`config.mk`:
```
export PLATFORM = sky130hd
export DESIGN_NAME = rational_arith_unit_flat
export DESIGN_NICKNAME = d
export VERILOG_FILES = /design/src/sv/rau_pkg.sv /design/src/sv/rau_if.sv /design/src/sv/rau_divmod.sv /design/src/sv/rational_arith_unit.sv /design/src/flat_wrapper.sv
export SDC_FILE = /design/constraint.sdc
export NUM_CORES = 2
export LEC_CHECK = 0
export ABC_CLOCK_PERIOD_IN_PS = 15300
export BUFFER_PORTS_ARGS = -buffer_cell sky130_fd_sc_hd__buf_2
export CELL_PAD_IN_SITES_DETAIL_PLACEMENT = 0
export CELL_PAD_IN_SITES_GLOBAL_PLACEMENT = 2
export CORE_MARGIN = 4
export CORE_UTILIZATION = 42
export CTS_BUF_LIST = sky130_fd_sc_hd__clkbuf_8 sky130_fd_sc_hd__clkbuf_16
export DETAILED_ROUTE_END_ITERATION = 10
export GPL_ROUTABILITY_DRIVEN = 0
export PLACE_DENSITY_LB_ADDON = 0.1
export SKIP_CTS_REPAIR_TIMING = 1
export SYNTH_ARGS = -nofsm -noshare
export SYNTH_HDL_FRONTEND = slang
export SYNTH_SLANG_ARGS = --single-unit
```
`constraint.sdc`:
```
create_clock -name clk -period 15.3 [get_ports clk]
set_input_delay 1.53 -clock clk [delete_from_list [all_inputs] [get_ports clk]]
set_output_delay 1.53 -clock clk [all_outputs]
set_load 0.05 [all_outputs]
```
`src/sv/rau_pkg.sv`:
```
`timescale 1ns / 1ps
`default_nettype none
package rau_pkg;
  localparam int unsigned WORD_WIDTH = 32;

  localparam logic [2:0] OP_ADD = 3'd0;
  localparam logic [2:0] OP_SUB = 3'd1;
  localparam logic [2:0] OP_MUL = 3'd2;
  localparam logic [2:0] OP_DIV = 3'd3;
  localparam logic [2:0] OP_EQ  = 3'd4;
  localparam logic [2:0] OP_LT  = 3'd5;

  localparam logic [1:0] ST_OK   = 2'd0;
  localparam logic [1:0] ST_ZDEN = 2'd1;
  localparam logic [1:0] ST_DIVZ = 2'd2;
  localparam logic [1:0] ST_OVF  = 2'd3;

  typedef struct packed {
    logic [2:0]  req_type;
    logic [31:0] a_num;
    logic [31:0] a_den;
    logic [31:0] b_num;
    logic [31:0] b_den;
  } req_t;

  typedef struct packed {
    logic [31:0] res_num;
    logic [30:0] res_den;
    logic        cmp_true;
    logic [1:0]  status;
  } rsp_t;
endpackage
`default_nettype wire

```
`src/sv/rau_if.sv`:
```
`timescale 1ns / 1ps
`default_nettype none
interface rau_req_if;
  logic          valid;
  logic          ready;
  rau_pkg::req_t data;
  modport source (output valid, output data, input ready);
  modport sink (input valid, input data, output ready);
endinterface

interface rau_rsp_if;
  logic          valid;
  logic          ready;
  rau_pkg::rsp_t data;
  modport source (output valid, output data, input ready);
  modport sink (input valid, input data, output ready);
endinterface
`default_nettype wire

```
`src/sv/rau_divmod.sv`:
```
`timescale 1ns / 1ps
`default_nettype none
// Restoring divider, one quotient bit per cycle.
module rau_divmod #(
  parameter int unsigned W = 64
) (
  input  wire logic         clk,
  input  wire logic         rst_n,
  input  wire logic         start,
  input  wire logic [W-1:0] dividend,
  input  wire logic [W-1:0] divisor,
  output logic              done,
  output logic [W-1:0]      quot,
  output logic [W-1:0]      rem
);
  localparam int unsigned CW = $clog2(W + 1);
  logic [W-1:0]  q_r, q_nxt;
  logic [W:0]    r_r, r_nxt;
  logic [W-1:0]  d_r, d_nxt;
  logic [CW-1:0] cnt_r, cnt_nxt;
  logic          busy_r, busy_nxt, done_r, done_nxt;
  logic [W:0]    trial, diff;

  always_comb begin
    q_nxt = q_r; r_nxt = r_r; d_nxt = d_r; cnt_nxt = cnt_r;
    busy_nxt = busy_r; done_nxt = 1'b0;
    trial = {r_r[W-1:0], q_r[W-1]};
    diff  = trial - {1'b0, d_r};
    if (start) begin
      q_nxt = dividend; r_nxt = '0; d_nxt = divisor;
      cnt_nxt = CW'(W); busy_nxt = 1'b1;
    end else if (busy_r) begin
      if (!diff[W]) begin
        r_nxt = diff;
        q_nxt = {q_r[W-2:0], 1'b1};
      end else begin
        r_nxt = trial;
        q_nxt = {q_r[W-2:0], 1'b0};
      end
      cnt_nxt = cnt_r - CW'(1);
      if (cnt_r == CW'(1)) begin
        busy_nxt = 1'b0;
        done_nxt = 1'b1;
      end
    end
  end

  always_ff @(posedge clk) begin
    q_r <= q_nxt; r_r <= r_nxt; d_r <= d_nxt; cnt_r <= cnt_nxt;
    if (!rst_n) begin
      busy_r <= 1'b0;
      done_r <= 1'b0;
    end else begin
      busy_r <= busy_nxt;
      done_r <= done_nxt;
    end
  end

  assign done = done_r;
  assign quot = q_r;
  assign rem  = r_r[W-1:0];
endmodule
`default_nettype wire

```
`src/sv/rational_arith_unit.sv`:
```
`timescale 1ns / 1ps
`default_nettype none
// Rational arithmetic unit: add, subtract, multiply, divide, equal and
// less-than on two fractions, result reduced by Euclid's gcd.
// Input channel in_*: one request (op code and two fractions) per transfer.
// in_ready is high only while the unit is idle and its output register is
// empty; a request is taken, worked on and its result transferred before
// the next one is accepted, at the soonest in the cycle after the result transfer.
// Result channel out_*: one result per request, held in an output register
// until out_ready takes it; while the receiver stalls the unit holds the
// result and accepts nothing.
// A zero denominator or a divide by zero is flagged in state S_M1, right
// after the request is registered; compares pass S_M1 to S_M3, S_SUM and
// S_OUT. Arithmetic results pass through the shared 64-bit restoring
// divider: each gcd step is one division (issued in S_GCD, awaited in S_GW),
// and the numerator and denominator are then divided by the gcd (S_DN and
// S_DNW, then S_DD and S_DDW). The divider's one bit a cycle sets the
// rate.
// Reset (synchronous, rst_n low) returns the sequencer to idle and drops
// any result not yet transferred.
module rational_arith_unit #(
  parameter int unsigned WORD_WIDTH = rau_pkg::WORD_WIDTH
) (
  input wire logic clk,
  input wire logic rst_n,
  rau_req_if.sink  in_ch,
  rau_rsp_if.source out_ch
);
  localparam int unsigned W2 = 2 * WORD_WIDTH;

  localparam logic [3:0] S_IDLE = 4'd0;
  localparam logic [3:0] S_M1   = 4'd1;
  localparam logic [3:0] S_M2   = 4'd2;
  localparam logic [3:0] S_M3   = 4'd3;
  localparam logic [3:0] S_SUM  = 4'd4;
  localparam logic [3:0] S_GCD  = 4'd5;
  localparam logic [3:0] S_GW   = 4'd6;
  localparam logic [3:0] S_DN   = 4'd7;
  localparam logic [3:0] S_DNW  = 4'd8;
  localparam logic [3:0] S_DD   = 4'd9;
  localparam logic [3:0] S_DDW  = 4'd10;
  localparam logic [3:0] S_OUT  = 4'd11;

  logic [3:0] st_r, st_nxt;
  logic [2:0] op_r;
  logic [WORD_WIDTH-1:0] an_r, ad_r, bn_r, bd_r;
  logic ans_r, bns_r;
  logic [W2-1:0] p_r, q_r, m_r, x_r, y_r, g_r, num_r;
  logic pn_r, qn_r, rn_r;
  logic [1:0] mcnt_r;
  rau_pkg::rsp_t rsp_r;
  logic ovalid_r;

  function automatic logic [WORD_WIDTH:0] magw(input logic [31:0] v);
    logic [WORD_WIDTH-1:0] w;
    w = v[WORD_WIDTH-1:0];
    magw = w[WORD_WIDTH-1] ? ({1'b0, ~w} + (WORD_WIDTH+1)'(1)) : {1'b0, w};
  endfunction

  // Multiplier operand selection (one product per cycle).
  logic [WORD_WIDTH:0] an_m, ad_m, bn_m, bd_m, ma, mb;
  logic [W2+1:0] prod_full;
  logic [W2-1:0] prod;
  assign an_m = magw(32'(an_r));
  assign ad_m = magw(32'(ad_r));
  assign bn_m = magw(32'(bn_r));
  assign bd_m = magw(32'(bd_r));
  always_comb begin
    case (mcnt_r)
      2'd0: begin ma = an_m; mb = (op_r == rau_pkg::OP_MUL) ? bn_m : bd_m; end
      2'd1: begin ma = bn_m; mb = ad_m; end
      2'd2: begin
        ma = (op_r == rau_pkg::OP_DIV) ? bn_m : ad_m;
        mb = (op_r == rau_pkg::OP_DIV) ? ad_m : bd_m;
      end
      default: begin ma = '0; mb = '0; end
    endcase
  end
  assign prod_full = ma * mb;
  assign prod = prod_full[W2-1:0];

  logic dv_start, dv_done;
  logic [W2-1:0] dv_a, dv_b, dv_q, dv_r;
  rau_divmod #(.W(W2)) u_div (
    .clk(clk), .rst_n(rst_n), .start(dv_start), .dividend(dv_a), .divisor(dv_b),
    .done(dv_done), .quot(dv_q), .rem(dv_r)
  );

  logic in_fire, out_fire;
  assign in_fire  = in_ch.valid && in_ch.ready;
  assign out_fire = ovalid_r && out_ch.ready;
  assign in_ch.ready = (st_r == S_IDLE) && !ovalid_r;
  assign out_ch.valid = ovalid_r;
  assign out_ch.data  = rsp_r;

  logic qneg_eff, an_s, ad_s, bn_s, bd_s;
  logic [W2-1:0] lim;
  assign an_s = an_r[WORD_WIDTH-1];
  assign ad_s = ad_r[WORD_WIDTH-1];
  assign bn_s = bn_r[WORD_WIDTH-1];
  assign bd_s = bd_r[WORD_WIDTH-1];
  assign lim = (W2'(1) << (WORD_WIDTH - 1)) - W2'(1);

  logic zden, divz, sm_lt;
  assign zden = (ad_r == '0) || (bd_r == '0);
  assign divz = (op_r == rau_pkg::OP_DIV) && (bn_r == '0);

  always_comb begin
    st_nxt = st_r;
    dv_start = 1'b0;
    dv_a = x_r;
    dv_b = y_r;
    case (st_r)
      S_IDLE:  if (in_fire) st_nxt = S_M1;
      S_M1:    st_nxt = (zden || divz) ? S_IDLE : S_M2;
      S_M2:    st_nxt = S_M3;
      S_M3:    st_nxt = S_SUM;
      S_SUM:   st_nxt = (op_r >= rau_pkg::OP_EQ) ? S_OUT : S_GCD;
      S_GCD: begin
        if (y_r == '0) st_nxt = S_DN;
        else begin dv_start = 1'b1; st_nxt = S_GW; end
      end
      S_GW:    if (dv_done) st_nxt = S_GCD;
      S_DN: begin dv_start = 1'b1; dv_a = num_r; dv_b = g_r; st_nxt = S_DNW; end
      S_DNW:   if (dv_done) st_nxt = S_DD;
      S_DD: begin dv_start = 1'b1; dv_a = m_r; dv_b = g_r; st_nxt = S_DDW; end
      S_DDW:   if (dv_done) st_nxt = S_OUT;
      S_OUT:   st_nxt = S_IDLE;
      default: st_nxt = S_IDLE;
    endcase
  end

  always_ff @(posedge clk) begin
    if (in_fire) begin
      op_r <= in_ch.data.req_type;
      an_r <= in_ch.data.a_num[WORD_WIDTH-1:0];
      ad_r <= in_ch.data.a_den[WORD_WIDTH-1:0];
      bn_r <= in_ch.data.b_num[WORD_WIDTH-1:0];
      bd_r <= in_ch.data.b_den[WORD_WIDTH-1:0];
      mcnt_r <= 2'd0;
    end
    if (st_r == S_M1 || st_r == S_M2 || st_r == S_M3) mcnt_r <= mcnt_r + 2'd1;
    if (st_r == S_M1) begin
      p_r  <= prod;
      ans_r <= (an_m != '0) && (an_s != ad_s);
      pn_r <= (an_m != '0) && (an_s != ad_s);
    end
    if (st_r == S_M2) begin
      q_r  <= prod;
      bns_r <= (bn_m != '0) && (bn_s != bd_s);
      qn_r <= (bn_m != '0) && (bn_s != bd_s);
    end
    if (st_r == S_M3) m_r <= prod;
    if (st_r == S_SUM) begin
      // Numerator and sign from cross products; denominator is m_r.
      if (op_r == rau_pkg::OP_MUL || op_r == rau_pkg::OP_DIV) begin
        num_r <= p_r;
        rn_r  <= (p_r != '0) && (ans_r != bns_r);
      end else if (pn_r == qneg_eff) begin
        num_r <= p_r + q_r;
        rn_r  <= pn_r && ((p_r + q_r) != '0);
      end else if (p_r >= q_r) begin
        num_r <= p_r - q_r;
        rn_r  <= pn_r && (p_r != q_r);
      end else begin
        num_r <= q_r - p_r;
        rn_r  <= qneg_eff;
      end
      x_r <= (op_r == rau_pkg::OP_MUL || op_r == rau_pkg::OP_DIV) ? p_r :
             ((pn_r == qneg_eff) ? p_r + q_r : ((p_r >= q_r) ? p_r - q_r : q_r - p_r));
      y_r <= m_r;
    end
    if (st_r == S_GW && dv_done) begin
      x_r <= y_r;
      y_r <= dv_r;
    end
    if (st_r == S_GCD && y_r == '0) g_r <= x_r;
    if (st_r == S_DNW && dv_done) num_r <= dv_q;
    if (st_r == S_DDW && dv_done) m_r <= dv_q;
  end

  assign qneg_eff = (op_r == rau_pkg::OP_SUB || op_r == rau_pkg::OP_LT) ?
                    ((q_r != '0) && !qn_r) : qn_r;

  // p - q negative
  assign sm_lt = (pn_r == qneg_eff) ? (pn_r && ((p_r + q_r) != '0))
               : ((p_r >= q_r) ? (pn_r && (p_r != q_r)) : qneg_eff);

  always_ff @(posedge clk) begin
    if (!rst_n) begin
      st_r <= S_IDLE;
      ovalid_r <= 1'b0;
    end else begin
      st_r <= st_nxt;
      if (st_r == S_M1 && zden) begin
        ovalid_r <= 1'b1;
        rsp_r <= '{res_num: '0, res_den: '0, cmp_true: 1'b0, status: rau_pkg::ST_ZDEN};
      end else if (st_r == S_M1 && divz) begin
        ovalid_r <= 1'b1;
        rsp_r <= '{res_num: '0, res_den: '0, cmp_true: 1'b0, status: rau_pkg::ST_DIVZ};
      end else if (st_r == S_OUT) begin
        ovalid_r <= 1'b1;
        if (op_r >= rau_pkg::OP_EQ) begin
          rsp_r.res_num <= '0;
          rsp_r.res_den <= 31'd1;
          rsp_r.status  <= rau_pkg::ST_OK;
          rsp_r.cmp_true <=
            (op_r == rau_pkg::OP_EQ) ? ((p_r == q_r) && (pn_r == qn_r))
            : (op_r == rau_pkg::OP_LT) ? sm_lt : 1'b0;
        end else if (m_r > lim || num_r > lim + W2'(rn_r)) begin
          rsp_r <= '{res_num: '0, res_den: '0, cmp_true: 1'b0, status: rau_pkg::ST_OVF};
        end else begin
          rsp_r.res_num <= rn_r ? 32'(64'd0 - 64'(num_r)) : 32'(num_r);
          rsp_r.res_den <= 31'(m_r);
          rsp_r.cmp_true <= 1'b0;
          rsp_r.status <= rau_pkg::ST_OK;
        end
      end else if (out_fire) begin
        ovalid_r <= 1'b0;
      end
    end
  end
endmodule
`default_nettype wire
```
`src/flat_wrapper.sv`:
```
// flat-port wrapper written by rule: the top's interface ports become plain ports
module rational_arith_unit_flat 
#(
  parameter int unsigned WORD_WIDTH = rau_pkg::WORD_WIDTH
)
  (clk, rst_n, in_ch_valid, in_ch_data, in_ch_ready, out_ch_valid, out_ch_data, out_ch_ready);
  rau_req_if in_ch_i ();
  rau_rsp_if out_ch_i ();
  input wire logic clk;
  input wire logic rst_n;
  input wire logic [$bits(in_ch_i.valid)-1:0] in_ch_valid;
  input wire logic [$bits(in_ch_i.data)-1:0] in_ch_data;
  output wire logic [$bits(in_ch_i.ready)-1:0] in_ch_ready;
  output wire logic [$bits(out_ch_i.valid)-1:0] out_ch_valid;
  output wire logic [$bits(out_ch_i.data)-1:0] out_ch_data;
  input wire logic [$bits(out_ch_i.ready)-1:0] out_ch_ready;
  assign in_ch_i.valid = in_ch_valid;
  assign in_ch_i.data = in_ch_data;
  assign in_ch_ready = in_ch_i.ready;
  assign out_ch_valid = out_ch_i.valid;
  assign out_ch_data = out_ch_i.data;
  assign out_ch_i.ready = out_ch_ready;
  rational_arith_unit #(.WORD_WIDTH(WORD_WIDTH)) u_core (.clk(clk), .rst_n(rst_n), .in_ch(in_ch_i), .out_ch(out_ch_i));
endmodule
```
Word-level counts from Yosys, hierarchy flattened
Cells that the tools add are included.
{ "totals": {"reg_bits": 856, "latchBits": 0, "mem_bits_rw": 0, "romBits": 0, "in_bits": 135, "out_inout_bits": 68, "elab_cells": 186, "memories": 0} }
{ "op_classes": {"n_addsub": 12, "mul": 1, "div": 0, "magnitude_cmp": 4, "n_eq_ne": 30, "shifts": 0, "muxes": 56, "n_bitwise": 6, "reduce_logical": 49} }
{ "ops": {"columns": ["operator", "n"], "rows": [
  ["64-bit 2-to-1 mux", 14],
  ["33-bit 2-to-1 mux", 7],
  ["66-bit 2-to-1 mux", 3],
  ["33-bit one-hot mux with 3 select lines", 2],
  ["64-bit nonzero test", 3],
  ["32-bit by 1-bit adder with 33-bit output (second input constant)", 4],
  ["32-bit NOT", 4],
  ["64-bit one-hot mux with 2 select lines", 1],
  ["64-bit subtractor", 2],
  ["32-bit logical NOT", 3],
  ["33-bit nonzero test", 2],
  ["65-bit by 64-bit subtractor with 65-bit output", 1],
  ["64-bit adder", 1],
  ["64-bit == test", 1],
  ["64-bit greater-or-equal comparator", 1],
  ["64-bit by 31-bit greater-than comparator with 1-bit output (second input constant)", 1],
  ["64-bit by 32-bit greater-than comparator with 1-bit output", 1],
  ["64-bit logical NOT", 1],
  ["33-bit by 33-bit multiplier with 64-bit output", 1],
  ["64-bit inequality test", 1],
  ["4-bit one-hot mux with 11 select lines", 1],
  ["31-bit by 1-bit adder with 32-bit output (first input constant)", 1],
  ["32-bit 2-to-1 mux", 1],
  ["1-bit by 32-bit subtractor with 32-bit output (first input constant)", 1],
  ["other kinds (34)", 100]
]} }

Longest topological paths before layout
{ "logic_depth": {"depth_word": 10, "depth_mapped": 43, "depth_no_buf": 41} }

Hierarchy
From an unflattened synthesis, not the netlist that was laid out.
{ "hier_totals": {"cells_unflattened": 10136, "hier_area_um2": 91178.7} }
{ "by_module_without_submodules": {"columns": ["mod", "instances", "cells_per_inst", "area_per_inst_um2", "seq_area_each_um2"], "rows": [
  ["rational_arith_unit", 1, 8876, 79028.3, 19618.8],
  ["rau_divmod", 1, 1260, 12150.4, 5305.1]
]} }

Least setup slack after synthesis
OpenSTA, ideal clock, no wires.
{ "synth_path": {"path_kind": "flip-flop to flip-flop", "startpoint": "register u_core.bn_r[5]", "endpoint": "register u_core.m_r[61] (data pin)", "setup_ps": 265, "arrival_ps": 11338, "t_required_ps": 15035, "path_slack_ps": 3697, "path_stages_with_launch": 41, "path_buffers": 1, "period_less_slack_ps": 11603, "path_cell_list": "edfxtp_1 or4_4 or3_4 or4_4 or4_4 or4_1 or4_4 o41ai_2 xor2_1 o22a_1 o21ai_1 nor2b_1 buf_2 nand2_1 fa_1 fa_1 inv_1 fa_1 [5 not listed] fa_1 inv_1 fa_1 inv_1 ha_1 a21o_1 a21o_1 a21o_1 a211o_1 a311oi_1 nor3_1 o21ai_0 a211oi_1 o31ai_1 a31o_2 o21ai_0 nor4bb_1 or3_1"} }
{ "synth_via": {"elab_chain_len": 8, "word_cells_on_any_way": 10, "cone_classes": "add/sub (1); mul (1); mux (7); bitwise (1)"} }
{ "synth_rtl": {"columns": ["element", "line_no", "rtl"], "rows": [
  ["from (decl)", "rational_arith_unit.sv:46", "logic [WORD_WIDTH-1:0] an_r, ad_r, bn_r, bd_r;"],
  ["from (signal assigned)", "rational_arith_unit.sv:138", "bn_r <= in_ch.data.b_num[WORD_WIDTH-1:0];"],
  ["32-bit NOT", "rational_arith_unit.sv:57", "magw = w[WORD_WIDTH-1] ? ({1'b0, ~w} + (WORD_WIDTH+1)'(1)) : {1'b0, w};"],
  ["32-bit by 1-bit adder with 33-bit output", "rational_arith_unit.sv:57", null],
  ["33-bit 2-to-1 mux *", "rational_arith_unit.sv:57", null],
  ["33-bit 2-to-1 mux (on tied branches)", "rational_arith_unit.sv:73, rational_arith_unit.sv:70", null],
  ["33-bit one-hot mux with 3 select lines", "rational_arith_unit.sv:69", "case (mcnt_r)"],
  ["33-bit by 33-bit multiplier with 64-bit output *", "rational_arith_unit.sv:79", "assign prod_full = ma * mb;"],
  ["64-bit 2-to-1 mux *", "rational_arith_unit.sv:153", "if (st_r == S_M3) m_r <= prod;"],
  ["64-bit 2-to-1 mux *", "rational_arith_unit.sv:179", "if (st_r == S_DDW && dv_done) m_r <= dv_q;"],
  ["to (signal assigned)", "rational_arith_unit.sv:153", null],
  ["to (signal assigned)", "rational_arith_unit.sv:179", null],
  ["to (decl)", "rational_arith_unit.sv:48", "logic [W2-1:0] p_r, q_r, m_r, x_r, y_r, g_r, num_r;"]
]} }
Every way passes the cells marked *; elsewhere a longest branch is shown, timed or not. The select of a mux whose other input is x is not followed.
A chain may end at the register's enable or synchronous reset.

Worst setup path in the final report
Ends and elaborated chain as after synthesis.

==> flow_summary.json <==
{
  "path_common_cell": "fa_1",
  "synth_edf_count": 778,
  "clock-root-buffer": "clkbuf_16",
  "period_needed_ns": 13.17,
  "port_buffers": 202,
  "ctsLongestPathBuffers": 3,
  "tns_ns": 0,
  "drt_iter0_drc": 8938,
  "overflow": 0,
  "cts_tree": "built",
  "ys_seq_elements": 856,
  "critical_path_class": "register to register",
  "area_growth_pct": 9.04,
  "status": "finished, violations left",
  "fillers": 21000,
  "grt_max_degree": 87,
  "cts_buffers": 97,
  "rsz0062_at_grt": "false",
  "nNetsFinal": 11700,
  "core_sq_mm": 0.215,
  "grt_first_pass_wirelength_um": 578000,
  "cap_violations": 1,
  "critical_path_buf_inv_count": 7,
  "drc": 0,
  "violations": "capacitance limit",
  "drv_slew": 0,
  "clock_sinks": 856,
  "slowest_delay_ns": 0.68,
  "crit_fanout": 11,
  "grt_util_all_layers_pct": 35.9,
  "fmax_mhz": 76.0,
  "viasPerCell": 6.09,
  "fin_skew_ns": 0.0676,
  "synthCells": 9977,
  "crit_family": "adder cells",
  "worst_hold_slack_ns": 0.424,
  "ys.flop_type": "edfxtp_1",
  "required_ns": 15.79,
  "dr.pass1.iters": 8,
  "fin_crit_sh_pct": 86.0,
  "startpoint_type": "register",
  "die-area_sq_mm": 0.223,
  "drive_gt1_share_pct": 8.78,
  "antenna_found_initial": 18,
  "relSlewSlack_pct": 1.31,
  "wl_um": 408000,
  "final_hold_viol_count": 0,
  "syn_area_sq_mm": 0.0907,
  "ys_types": 92,
  "finalSetupViolations": 0,
  "rows": 170,
  "via_count": 78900,
  "fp.dieH_um": 473,
  "yosysSeqAreaShare_pct": 27.5,
  "wl_per_cell_um": 31.5,
  "io_pins": 203,
  "crit_path_end_kind": "register",
  "async_reset_ff_share_pct": 0,
  "tightest_slew_ns": 1.44,
  "postSynthAreaPerCell_sq_um": 9.09,
  "crit_slowest_cell": "a221oi_1",
  "htree_levels": 3,
  "chipWidth_um": 473,
  "ant_nets": 0,
  "dp_hpwl_um": 325000,
  "start_util_pct": 42.3,
  "clk_latency_ns": 0.77,
  "hold_class": "register to register",
  "ys_warn_count": 0,
  "arrival_ns": 13.66,
  "clk_pin_slew_ns": 0.07,
  "first_global_vias": 78100,
  "fin_util_pct": 46.1
}
==> kinds of logic (layout without fill, tap and decap cells) <==
family                     after synthesis  in the layout  synth area share [%]
and+or+nand+nor                       3234           3234                  16.1
DFF                                    856            856                  27.5
muxes                                  253            253                  3.01
other                                    2             66               0.00828
adders and majority gates             1509           1509                  28.8
AOI/OAI and AO/OA                     1947           1947                  13.6
xor gates and xnor gates               352            352                  3.40
buffers and inverters                 1824           1903                  7.59
==> Yosys cell counts, drive strengths merged, types with 60 or more instances <==
library cell / n / area [sq um]
inv: 1308 / 4910
nand2: 1126 / 4230
nor2: 1094 / 4110
fa: 961 / 19200
edfxtp: 778 / 23400
a21oi: 590 / 2960
ha: 548 / 6860
clkbuf: 462 / 1730
o21ai: 398 / 1990
xnor2: 209 / 1830
mux2: 155 / 1750
nand2b: 146 / 913
xor2: 143 / 1250
a21o: 140 / 1050
nor4: 134 / 838
a31oi: 132 / 826
nor3: 124 / 626
mux2i: 98 / 981
o31ai: 94 / 706
nand3: 93 / 465
nand4: 88 / 551
or3: 86 / 543
and2: 85 / 532
dfxtp: 78 / 1560
a22oi: 76 / 571
nor2b: 74 / 463
o21bai: 66 / 495
o21a: 62 / 465
or2: 60 / 378
==> layout by cell type (no fill, tap or decap), drive strengths merged, types with 78 or more instances in the layout <==
master  netlist  final
inv        1308   1331
nand2      1126   1126
nor2       1094   1094
fa          961    961
edfxtp      778    778
a21oi       590    590
ha          548    548
buf          46    405
o21ai       398    398
xnor2       209    209
mux2        155    155
nand2b      146    146
xor2        143    143
a21o        140    140
nor4        134    134
a31oi       132    132
nor3        124    124
clkbuf      462    108
mux2i        98     98
o31ai        94     94
nand3        93     93
nand4        88     88
or3          86     86
and2         85     85
dfxtp        78     78
==> routing by layer <==
layer / track usage (%) / vias to the layer above / wire, um
met2: 56.5 / 4087 / 183000
met5: 0 / - / 93
li1: - / 33800 / -
met4: 21.2 / 14 / 30200
met1: 46.9 / 40100 / 162000
met3: 5.78 / 887 / 33100
==> registers in the layout, summed over array words and instances, names as in the netlist, 32 cells and up <==
name                cells
u_core.out_ch.data     66
u_core.g_r             64
u_core.m_r             64
u_core.num_r           64
u_core.p_r             64
u_core.q_r             64
u_core.u_div.d_r       64
u_core.u_div.quot      64
u_core.u_div.r_r       64
u_core.x_r             64
u_core.y_r             64
u_core.ad_r            32
u_core.an_r            32
u_core.bd_r            32
u_core.bn_r            32
==> path summary, 6_finish.rpt <==
path / from / endpoint / slack [ns] / depth (start not counted)
max: u_core.bn_r[5] / u_core.m_r[61] / 2.13 / 40
min: u_core.x_r[40] / u_core.g_r[40] / 0.42 / 0
max reg2reg: u_core.bn_r[5] / u_core.m_r[61] / 2.13 / 40
min reg2reg: u_core.x_r[40] / u_core.g_r[40] / 0.42 / 0
==> metrics by stage <==
stage | instances | instance area [sq um] | worst slack [ns]
final | 13000 | 98900 | 2.13
after global routing | 13000 | 98900 | 1.65
after CTS | 13000 | 98900 | 2.21
after detailed placement | 12800 | 95500 | 2.21
after global placement | 12800 | 95500 | 2.26
after floorplan | 10000 | 90900 | 3.70
==> layout make-up <==
class | instances | area [sq um] | area share [%]
flip-flops and latches | 856 | 24900 | 25.2
inverters | 1316 | 4950 | 5.01
multi-input cells | 7357 | 59600 | 60.2
repair buffers | 406 | 2540 | 2.57
clock inverters | 74 | 749 | 0.758
diodes | 4 | 10.0 | 0.0101
clock buffers | 107 | 2580 | 2.61
well taps | 2838 | 3550 | 3.59
Power is not shown: default switching activity piles up to over one toggle a cycle in this logic, so the estimate is an artifact.
